## src/sv/yla_pkg.sv

```systemverilog
// ----------------------------------------------------------------------------
// yla_pkg
// Shared widths, fixed-point coefficients, register codes and types for the
// YIQ luma adjust pipeline.
// ----------------------------------------------------------------------------
package yla_pkg;

    localparam int CFB       = 14;
    localparam int DFB       = 8;
    localparam int PIX_W     = 8;
    localparam int COEF_W    = 16;
    localparam int FWD_ACC_W = 26;
    localparam int YIQ_W     = 18;
    localparam int YADJ_W    = 27;
    localparam int INV_ACC_W = YADJ_W + CFB + 1;
    localparam int RND_SH    = CFB - DFB;
    localparam int OUT_SH    = CFB + DFB;

    localparam int MODE_W    = 3;
    localparam int AMT_W     = 9;
    localparam int THR_W     = 8;
    localparam int CFG_IDX_W = 2;
    localparam int CFG_DAT_W = 9;

    localparam int CSCALE = 1 << CFB;

    localparam logic signed [COEF_W-1:0] C_YR = COEF_W'((299 * CSCALE + 500) / 1000);
    localparam logic signed [COEF_W-1:0] C_YG = COEF_W'((587 * CSCALE + 500) / 1000);
    localparam logic signed [COEF_W-1:0] C_YB = COEF_W'((114 * CSCALE + 500) / 1000);
    localparam logic signed [COEF_W-1:0] C_IR = COEF_W'((596 * CSCALE + 500) / 1000);
    localparam logic signed [COEF_W-1:0] C_IG = -COEF_W'((274 * CSCALE + 500) / 1000);
    localparam logic signed [COEF_W-1:0] C_IB = -COEF_W'((322 * CSCALE + 500) / 1000);
    localparam logic signed [COEF_W-1:0] C_QR = COEF_W'((211 * CSCALE + 500) / 1000);
    localparam logic signed [COEF_W-1:0] C_QG = -COEF_W'((523 * CSCALE + 500) / 1000);
    localparam logic signed [COEF_W-1:0] C_QB = COEF_W'((312 * CSCALE + 500) / 1000);

    localparam logic signed [COEF_W-1:0] C_RI = COEF_W'((956 * CSCALE + 500) / 1000);
    localparam logic signed [COEF_W-1:0] C_RQ = COEF_W'((621 * CSCALE + 500) / 1000);
    localparam logic signed [COEF_W-1:0] C_GI = -COEF_W'((272 * CSCALE + 500) / 1000);
    localparam logic signed [COEF_W-1:0] C_GQ = -COEF_W'((647 * CSCALE + 500) / 1000);
    localparam logic signed [COEF_W-1:0] C_BI = -COEF_W'((1106 * CSCALE + 500) / 1000);
    localparam logic signed [COEF_W-1:0] C_BQ = COEF_W'((1703 * CSCALE + 500) / 1000);

    localparam logic [CFG_IDX_W-1:0] CFG_MODE   = CFG_IDX_W'(0);
    localparam logic [CFG_IDX_W-1:0] CFG_AMOUNT = CFG_IDX_W'(1);
    localparam logic [CFG_IDX_W-1:0] CFG_THRESH = CFG_IDX_W'(2);

    localparam logic [MODE_W-1:0] MODE_PASS   = MODE_W'(0);
    localparam logic [MODE_W-1:0] MODE_OFFSET = MODE_W'(1);
    localparam logic [MODE_W-1:0] MODE_GAIN   = MODE_W'(2);
    localparam logic [MODE_W-1:0] MODE_THRESH = MODE_W'(3);
    localparam logic [MODE_W-1:0] MODE_NEG    = MODE_W'(4);

    localparam logic [THR_W-1:0] THRESH_RST = THR_W'(128);

    typedef struct packed {
        logic [MODE_W-1:0]       mode;
        logic signed [AMT_W-1:0] amount;
        logic [THR_W-1:0]        thresh;
    } t_cfg;

    typedef struct packed {
        logic signed [YIQ_W-1:0] y;
        logic signed [YIQ_W-1:0] i;
        logic signed [YIQ_W-1:0] q;
    } t_yiq;

    function automatic logic signed [FWD_ACC_W-1:0] fwd_mul(
        input logic [PIX_W-1:0]        pix,
        input logic signed [COEF_W-1:0] coef
    );
        return FWD_ACC_W'($signed({1'b0, pix})) * FWD_ACC_W'(coef);
    endfunction

    function automatic logic signed [INV_ACC_W-1:0] inv_mul(
        input logic signed [YIQ_W-1:0]  val,
        input logic signed [COEF_W-1:0] coef
    );
        return INV_ACC_W'(val) * INV_ACC_W'(coef);
    endfunction

endpackage

```

## src/sv/yla_fwd.sv

```systemverilog
// ----------------------------------------------------------------------------
// yla_fwd
// RGB to YIQ: one stage of constant products, one stage of sums with
// round-half-up down to the luma/chroma fixed-point format.
// ----------------------------------------------------------------------------
module yla_fwd
    import yla_pkg::*;
(
    input  logic             i_clk,
    input  logic             i_rst_n,
    input  logic             i_valid,
    output logic             o_ready,
    input  logic [PIX_W-1:0] i_red,
    input  logic [PIX_W-1:0] i_green,
    input  logic [PIX_W-1:0] i_blue,
    output logic             o_valid,
    input  logic             i_ready,
    output t_yiq             o_yiq
);

    localparam logic signed [FWD_ACC_W-1:0] HALF = FWD_ACC_W'(1) <<< (RND_SH - 1);

    logic                        r_v1;
    logic                        r_v2;
    logic signed [FWD_ACC_W-1:0] r_p [9];
    t_yiq                        r_yiq;
    t_yiq                        n_yiq;
    logic                        en1;
    logic                        en2;
    logic signed [FWD_ACC_W-1:0] sum_y;
    logic signed [FWD_ACC_W-1:0] sum_i;
    logic signed [FWD_ACC_W-1:0] sum_q;

    assign en2     = !r_v2 || i_ready;
    assign en1     = !r_v1 || en2;
    assign o_ready = en1;
    assign o_valid = r_v2;
    assign o_yiq   = r_yiq;

    always_comb begin
        sum_y   = r_p[0] + r_p[1] + r_p[2] + HALF;
        sum_i   = r_p[3] + r_p[4] + r_p[5] + HALF;
        sum_q   = r_p[6] + r_p[7] + r_p[8] + HALF;
        n_yiq.y = sum_y[RND_SH +: YIQ_W];
        n_yiq.i = sum_i[RND_SH +: YIQ_W];
        n_yiq.q = sum_q[RND_SH +: YIQ_W];
    end

    always_ff @(posedge i_clk) begin
        if (!i_rst_n) begin
            r_v1 <= 1'b0;
            r_v2 <= 1'b0;
        end else begin
            if (en1) begin
                r_v1 <= i_valid;
            end
            if (en2) begin
                r_v2 <= r_v1;
            end
        end
    end

    always_ff @(posedge i_clk) begin
        if (en1 && i_valid) begin
            r_p[0] <= fwd_mul(i_red,   C_YR);
            r_p[1] <= fwd_mul(i_green, C_YG);
            r_p[2] <= fwd_mul(i_blue,  C_YB);
            r_p[3] <= fwd_mul(i_red,   C_IR);
            r_p[4] <= fwd_mul(i_green, C_IG);
            r_p[5] <= fwd_mul(i_blue,  C_IB);
            r_p[6] <= fwd_mul(i_red,   C_QR);
            r_p[7] <= fwd_mul(i_green, C_QG);
            r_p[8] <= fwd_mul(i_blue,  C_QB);
        end
        if (en2 && r_v1) begin
            r_yiq <= n_yiq;
        end
    end

endmodule

```

## src/sv/yla_luma.sv

```systemverilog
// ----------------------------------------------------------------------------
// yla_luma
// Luma adjustment by mode, in parallel with the chroma products of the
// inverse matrix.
// ----------------------------------------------------------------------------
module yla_luma
    import yla_pkg::*;
(
    input  logic                        i_clk,
    input  logic                        i_rst_n,
    input  t_cfg                        i_cfg,
    input  logic                        i_valid,
    output logic                        o_ready,
    input  t_yiq                        i_yiq,
    output logic                        o_valid,
    input  logic                        i_ready,
    output logic signed [YADJ_W-1:0]    o_y,
    output logic signed [INV_ACC_W-1:0] o_prod [6]
);

    localparam logic signed [YADJ_W-1:0] FULL = YADJ_W'(255) <<< DFB;

    logic                        r_v;
    logic signed [YADJ_W-1:0]    r_y;
    logic signed [YADJ_W-1:0]    n_y;
    logic signed [INV_ACC_W-1:0] r_prod [6];
    logic signed [YADJ_W-1:0]    y_ext;
    logic signed [YADJ_W-1:0]    y_neg;
    logic signed [YADJ_W-1:0]    thr_ext;
    logic                        en;

    assign en      = !r_v || i_ready;
    assign o_ready = en;
    assign o_valid = r_v;
    assign o_y     = r_y;
    assign o_prod  = r_prod;

    always_comb begin
        y_ext   = YADJ_W'(i_yiq.y);
        y_neg   = y_ext - FULL;
        thr_ext = YADJ_W'($signed({1'b0, i_cfg.thresh})) <<< DFB;
        unique case (i_cfg.mode)
            MODE_OFFSET: begin
                n_y = y_ext + (YADJ_W'(i_cfg.amount) <<< DFB);
            end
            MODE_GAIN: begin
                n_y = y_ext * YADJ_W'(i_cfg.amount);
            end
            MODE_THRESH: begin
                n_y = (y_ext > thr_ext) ? FULL : '0;
            end
            MODE_NEG: begin
                n_y = y_neg[YADJ_W-1] ? -y_neg : y_neg;
            end
            default: begin
                n_y = y_ext;
            end
        endcase
    end

    always_ff @(posedge i_clk) begin
        if (!i_rst_n) begin
            r_v <= 1'b0;
        end else if (en) begin
            r_v <= i_valid;
        end
    end

    always_ff @(posedge i_clk) begin
        if (en && i_valid) begin
            r_y       <= n_y;
            r_prod[0] <= inv_mul(i_yiq.i, C_RI);
            r_prod[1] <= inv_mul(i_yiq.q, C_RQ);
            r_prod[2] <= inv_mul(i_yiq.i, C_GI);
            r_prod[3] <= inv_mul(i_yiq.q, C_GQ);
            r_prod[4] <= inv_mul(i_yiq.i, C_BI);
            r_prod[5] <= inv_mul(i_yiq.q, C_BQ);
        end
    end

endmodule

```

## src/sv/yla_inv.sv

```systemverilog
// ----------------------------------------------------------------------------
// yla_inv
// Inverse sums back to RGB, clamp each channel to a byte, hold the output
// beat.
// ----------------------------------------------------------------------------
module yla_inv
    import yla_pkg::*;
(
    input  logic                        i_clk,
    input  logic                        i_rst_n,
    input  logic                        i_valid,
    output logic                        o_ready,
    input  logic signed [YADJ_W-1:0]    i_y,
    input  logic signed [INV_ACC_W-1:0] i_prod [6],
    output logic                        o_valid,
    input  logic                        i_ready,
    output logic [PIX_W-1:0]            o_red,
    output logic [PIX_W-1:0]            o_green,
    output logic [PIX_W-1:0]            o_blue
);

    localparam logic signed [INV_ACC_W-1:0] LIM = INV_ACC_W'(255) <<< OUT_SH;

    logic                        r_v;
    logic [PIX_W-1:0]            r_ch [3];
    logic [PIX_W-1:0]            n_ch [3];
    logic signed [INV_ACC_W-1:0] yc;
    logic signed [INV_ACC_W-1:0] acc [3];
    logic                        en;

    assign en      = !r_v || i_ready;
    assign o_ready = en;
    assign o_valid = r_v;
    assign o_red   = r_ch[0];
    assign o_green = r_ch[1];
    assign o_blue  = r_ch[2];

    always_comb begin
        yc = INV_ACC_W'(i_y) <<< CFB;
        for (int k = 0; k < 3; k++) begin
            acc[k] = yc + i_prod[2*k] + i_prod[2*k+1];
            if (acc[k] <= 0) begin
                n_ch[k] = '0;
            end else if (acc[k] > LIM) begin
                n_ch[k] = '1;
            end else begin
                n_ch[k] = acc[k][OUT_SH +: PIX_W];
            end
        end
    end

    always_ff @(posedge i_clk) begin
        if (!i_rst_n) begin
            r_v <= 1'b0;
        end else if (en) begin
            r_v <= i_valid;
        end
    end

    always_ff @(posedge i_clk) begin
        if (en && i_valid) begin
            r_ch <= n_ch;
        end
    end

endmodule

```

## src/sv/yiq_luma_adjust.sv

```systemverilog
// ----------------------------------------------------------------------------
// yiq_luma_adjust
// Per-pixel RGB to YIQ conversion, luma adjustment by mode, and conversion
// back to clamped RGB, as a four-stage pipeline.
// ----------------------------------------------------------------------------
// channel    direction  handshake                    payload, lowest bit first
// s_axis     in         s_axis_tvalid/s_axis_tready  red_in, green_in, blue_in
// m_axis     out        m_axis_tvalid/m_axis_tready  red_out, green_out, blue_out
// cfg        in         i_cfg_we                     i_cfg_index, i_cfg_data
//
// One pixel per clock while the output is not stalled.
// Stages: colour products, YIQ sums, luma mode and chroma products, sums and
// clamp into the output register.
// Each stage advances when it is empty or the next one advances, so bubbles
// close up under stall and nothing is lost or repeated.
// Synchronous reset clears the valid bits and sets the registers to their
// defaults (pass through, amount 0, threshold 128).
// ----------------------------------------------------------------------------
module yiq_luma_adjust
    import yla_pkg::*;
(
    input  logic                 i_clk,
    input  logic                 i_rst_n,
    input  logic                 s_axis_tvalid,
    output logic                 s_axis_tready,
    input  logic [23:0]          s_axis_tdata,   // red_in, green_in, blue_in
    output logic                 m_axis_tvalid,
    input  logic                 m_axis_tready,
    output logic [23:0]          m_axis_tdata,   // red_out, green_out, blue_out
    input  logic                 i_cfg_we,
    input  logic [CFG_IDX_W-1:0] i_cfg_index,
    input  logic [CFG_DAT_W-1:0] i_cfg_data
);

    t_cfg                        r_cfg;
    t_yiq                        yiq;
    logic                        fwd_valid;
    logic                        luma_ready;
    logic                        luma_valid;
    logic                        inv_ready;
    logic signed [YADJ_W-1:0]    y_adj;
    logic signed [INV_ACC_W-1:0] prod [6];
    logic [PIX_W-1:0]            red_out;
    logic [PIX_W-1:0]            green_out;
    logic [PIX_W-1:0]            blue_out;

    always_ff @(posedge i_clk) begin
        if (!i_rst_n) begin
            r_cfg.mode   <= MODE_PASS;
            r_cfg.amount <= '0;
            r_cfg.thresh <= THRESH_RST;
        end else if (i_cfg_we) begin
            unique case (i_cfg_index)
                CFG_MODE:   r_cfg.mode   <= i_cfg_data[MODE_W-1:0];
                CFG_AMOUNT: r_cfg.amount <= i_cfg_data[AMT_W-1:0];
                CFG_THRESH: r_cfg.thresh <= i_cfg_data[THR_W-1:0];
                default: begin
                end
            endcase
        end
    end

    yla_fwd u_fwd (
        .i_clk   (i_clk),
        .i_rst_n (i_rst_n),
        .i_valid (s_axis_tvalid),
        .o_ready (s_axis_tready),
        .i_red   (s_axis_tdata[7:0]),
        .i_green (s_axis_tdata[15:8]),
        .i_blue  (s_axis_tdata[23:16]),
        .o_valid (fwd_valid),
        .i_ready (luma_ready),
        .o_yiq   (yiq)
    );

    yla_luma u_luma (
        .i_clk   (i_clk),
        .i_rst_n (i_rst_n),
        .i_cfg   (r_cfg),
        .i_valid (fwd_valid),
        .o_ready (luma_ready),
        .i_yiq   (yiq),
        .o_valid (luma_valid),
        .i_ready (inv_ready),
        .o_y     (y_adj),
        .o_prod  (prod)
    );

    yla_inv u_inv (
        .i_clk   (i_clk),
        .i_rst_n (i_rst_n),
        .i_valid (luma_valid),
        .o_ready (inv_ready),
        .i_y     (y_adj),
        .i_prod  (prod),
        .o_valid (m_axis_tvalid),
        .i_ready (m_axis_tready),
        .o_red   (red_out),
        .o_green (green_out),
        .o_blue  (blue_out)
    );

    assign m_axis_tdata = {blue_out, green_out, red_out};

endmodule

```

## config.mk

```make
export PLATFORM = sky130hd
export DESIGN_NAME = yiq_luma_adjust
export DESIGN_NICKNAME = d
export VERILOG_FILES = /design/src/sv/yla_pkg.sv /design/src/sv/yla_fwd.sv /design/src/sv/yla_luma.sv /design/src/sv/yla_inv.sv /design/src/sv/yiq_luma_adjust.sv
export SDC_FILE = /design/constraint.sdc
export NUM_CORES = 2
export LEC_CHECK = 0
export BUFFER_PORTS_ARGS = -buffer_cell sky130_fd_sc_hd__buf_2
export CAP_MARGIN = 20
export CORE_ASPECT_RATIO = 1.2
export CORE_UTILIZATION = 40
export CTS_BUF_LIST = sky130_fd_sc_hd__clkbuf_8 sky130_fd_sc_hd__clkbuf_16
export DETAILED_ROUTE_END_ITERATION = 6
export GPL_ROUTABILITY_DRIVEN = 0
export PLACE_DENSITY = 0.58
export SLEW_MARGIN = 20
export SYNTH_ARGS = -nofsm -noshare
export SYNTH_HDL_FRONTEND = slang
export SYNTH_SLANG_ARGS = --single-unit
```

## constraint.sdc

```tcl
create_clock -name i_clk -period 18.02 [get_ports i_clk]
set_input_delay 1.802 -clock i_clk [delete_from_list [all_inputs] [get_ports i_clk]]
set_output_delay 1.802 -clock i_clk [all_outputs]
set_load 0.005 [all_outputs]
```

==> impl_metrics.json <==
{
  "finalNonFillerCells": 9957,
  "die_h_um": 482,
  "wirelength_mm": 215,
  "grt_overflow": 0,
  "skew_ns": 0.0535,
  "cts_tree": "yes",
  "synth_flop_cell": "edfxtp_1",
  "syn_nets": 9803,
  "layout_commonest_cell": "inv_1",
  "status": "completed",
  "dp_hpwl_mm": 186,
  "cts_sinks": 487,
  "synthTopCellsByArea": "fa_1, ha_1, edfxtp_1",
  "dieArea_um2": 193000,
  "placed_area_um2": 80000,
  "cts.hold.buffers_added": 0,
  "path_max_fanout": 10,
  "synth-seq-cells": 487,
  "slowest_delay_ns": 0.84,
  "grt_pass1_wl_mm": 331,
  "fin_crit_sh_pct": 40.8,
  "clockBufferDepth": 3,
  "grt_usage_pct": 22.6,
  "ant_nets": 0,
  "via_per_inst": 5.24,
  "syn_inst": 7342,
  "setup_tns_ns": 0,
  "setup_viol": 0,
  "hold_viol": 0,
  "num_vias": 52200,
  "cp.required_ns": 18.42,
  "async_flop_share_pct": 0,
  "synth-edff-count": 463,
  "drive_above_1_share_pct": 3.45,
  "slew_violations": 0,
  "synth_cell_type_count": 96,
  "end_kind": "register",
  "drc": 0,
  "min_path_type": "reg -> reg",
  "multiInputGateArea_um2": 56000,
  "synth_area_um2": 76700,
  "synth_largest_area_cell": "fa_1",
  "drt-initial-drc-count": 2993,
  "grt_antenna_before_repair": 15,
  "cts_buffers": 66,
  "slew_headroom_pct": 26.6,
  "worst-slew-pin-transition_ns": 1.10,
  "dp.cells": 9832,
  "postSynthAreaPerCell_um2": 10.4,
  "grt_max_degree": 148,
  "io_pins": 66,
  "path_cells": "inv_1, fa_1, fa_1, inv_1, fa_1, inv_1, fa_1, inv_1, fa_1, inv_1, fa_1, inv_1, ha_1, o21a_1, o21ai_0, o21bai_1, or3_1, o211ai_1, a31oi_1, o21ai_0, a21oi_1, xnor2_1",
  "grt_pass1_vias": 56200,
  "fillers": 18200,
  "cts.repair.resized": 0,
  "std_cell_rows": 175,
  "synth_top_area_share_pct": 29.9,
  "ys_seq_area_share_pct": 18.8,
  "worst_ep_arrival_time_ns": 7.76,
  "ff_latch_area_um2": 14400,
  "core_area_um2": 190000,
  "final_nets": 9883,
  "post_cts_buffers": 0,
  "start_util_pct": 40.4,
  "maxClockFrequency_mhz": 136,
  "yosysWarnings": 0,
  "min_period_ns": 7.36,
  "rsz0062_at_grt": "no",
  "area_growth_pct": 7.16,
  "die_x_um": 402,
  "cpMaxStageDelayCell": "edfxtp_1",
  "cp-start-kind": "register",
  "worstSetupPathType": "reg -> reg",
  "finalInstanceArea_um2": 82200,
  "max_cap_viol_count": 0,
  "ctsHtreeMaxLevel": 3,
  "layout_common_cells": "inv_1, ha_1, fa_1",
  "wl_per_cell_um": 21.6,
  "portBuffers": 65,
  "clk_pin_slew_worst_paths_ns": 0.06,
  "firstDrtPassIters": 5,
  "insertion_delay_ns": 0.68,
  "cts-root-buf": "clkbuf_16"
}
-- worst max-delay path: cells and delay by family (launching register included) --
family | cells | cell delay (ns)
AOI/OAI and AO/OA | 7 | 1.59
xor gates and xnor gates | 1 | 0.16
adders and majority gates | 7 | 3.55
buffers and inverters | 6 | 0.62
DFF | 1 | 0.84
and+or+nand+nor | 1 | 0.34
-- per-layer routing --
layer	routed length (um)	GRT usage, %
met2	107000	40.3
met5	92	0
met4	11100	10.5
met3	9870	2.85
met1	86900	26.9
-- Yosys cell counts (all sizes together), types with 64 or more instances --
master	count
inv	1619
ha	1277
fa	1144
edfxtp	463
a21oi	369
xnor2	309
nor2	299
nand2	257
o21ai	212
a21o	126
nor3	111
xor2	103
and2	90
o21a	82
nand3	81
nor2b	76
o21bai	66
clkbuf	64
-- metrics by stage --
stage | hold WS [ns] | util (%) | setup slack (ns)
finish | 0.513 | 43.2 | 10.66
global placement | 0.492 | 42.1 | 10.46
floorplan | 0.466 | - | 0.0635
global route | 0.533 | 43.2 | 10.21
CTS | 0.518 | 43.2 | 10.70
detailed placement | 0.505 | 42.1 | 10.77
-- path summary, 6_finish.rpt --
path,startpoint,end,slack (ns),cells after the start
max,u_fwd.o_yiq[11],u_luma.o_prod[197],10.66,22
min,u_fwd.o_valid,u_luma.o_valid,0.51,2
max reg2reg,u_fwd.o_yiq[11],u_luma.o_prod[197],10.66,22
min reg2reg,u_fwd.o_valid,u_luma.o_valid,0.51,2
-- layout make-up --
cell class | instances | share of cell area (%)
diodes | 5 | 0.0152
inverters | 1620 | 7.40
clock buffers | 68 | 2.06
flip-flops and latches | 487 | 17.5
multi-input cells | 5162 | 68.1
repair buffers | 85 | 0.594
clock inverters | 52 | 0.551
well taps | 2478 | 3.77
-- logic make-up after synthesis --
| kind of cell | after synthesis | synth area share [%] |
|---|---|---|
| adders and majority gates | 2421 | 50.7 |
| and+or+nand+nor | 1154 | 7.49 |
| muxes | 37 | 0.489 |
| buffers and inverters | 1693 | 8.29 |
| AOI/OAI and AO/OA | 1138 | 9.57 |
| xor gates and xnor gates | 412 | 4.70 |
| DFF | 487 | 18.8 |
-- flip-flops by register name, indices dropped and copies added (netlist names) --
| name | flops |
|---|---|
| u_luma.o_y | 27 |
| u_fwd.r_p | 177 |
| r_cfg | 20 |
| u_fwd.o_yiq | 54 |
| u_inv.o_blue | 8 |
| u_inv.o_green | 8 |
| u_luma.o_prod | 181 |
| u_inv.o_red | 8 |
| u_luma.o_valid | 1 |
| u_inv.o_valid | 1 |
| u_fwd.o_valid | 1 |
| u_fwd.r_v1 | 1 |
Power is not shown: default switching activity piles up to over one toggle a cycle in this logic, so the estimate is an artifact.
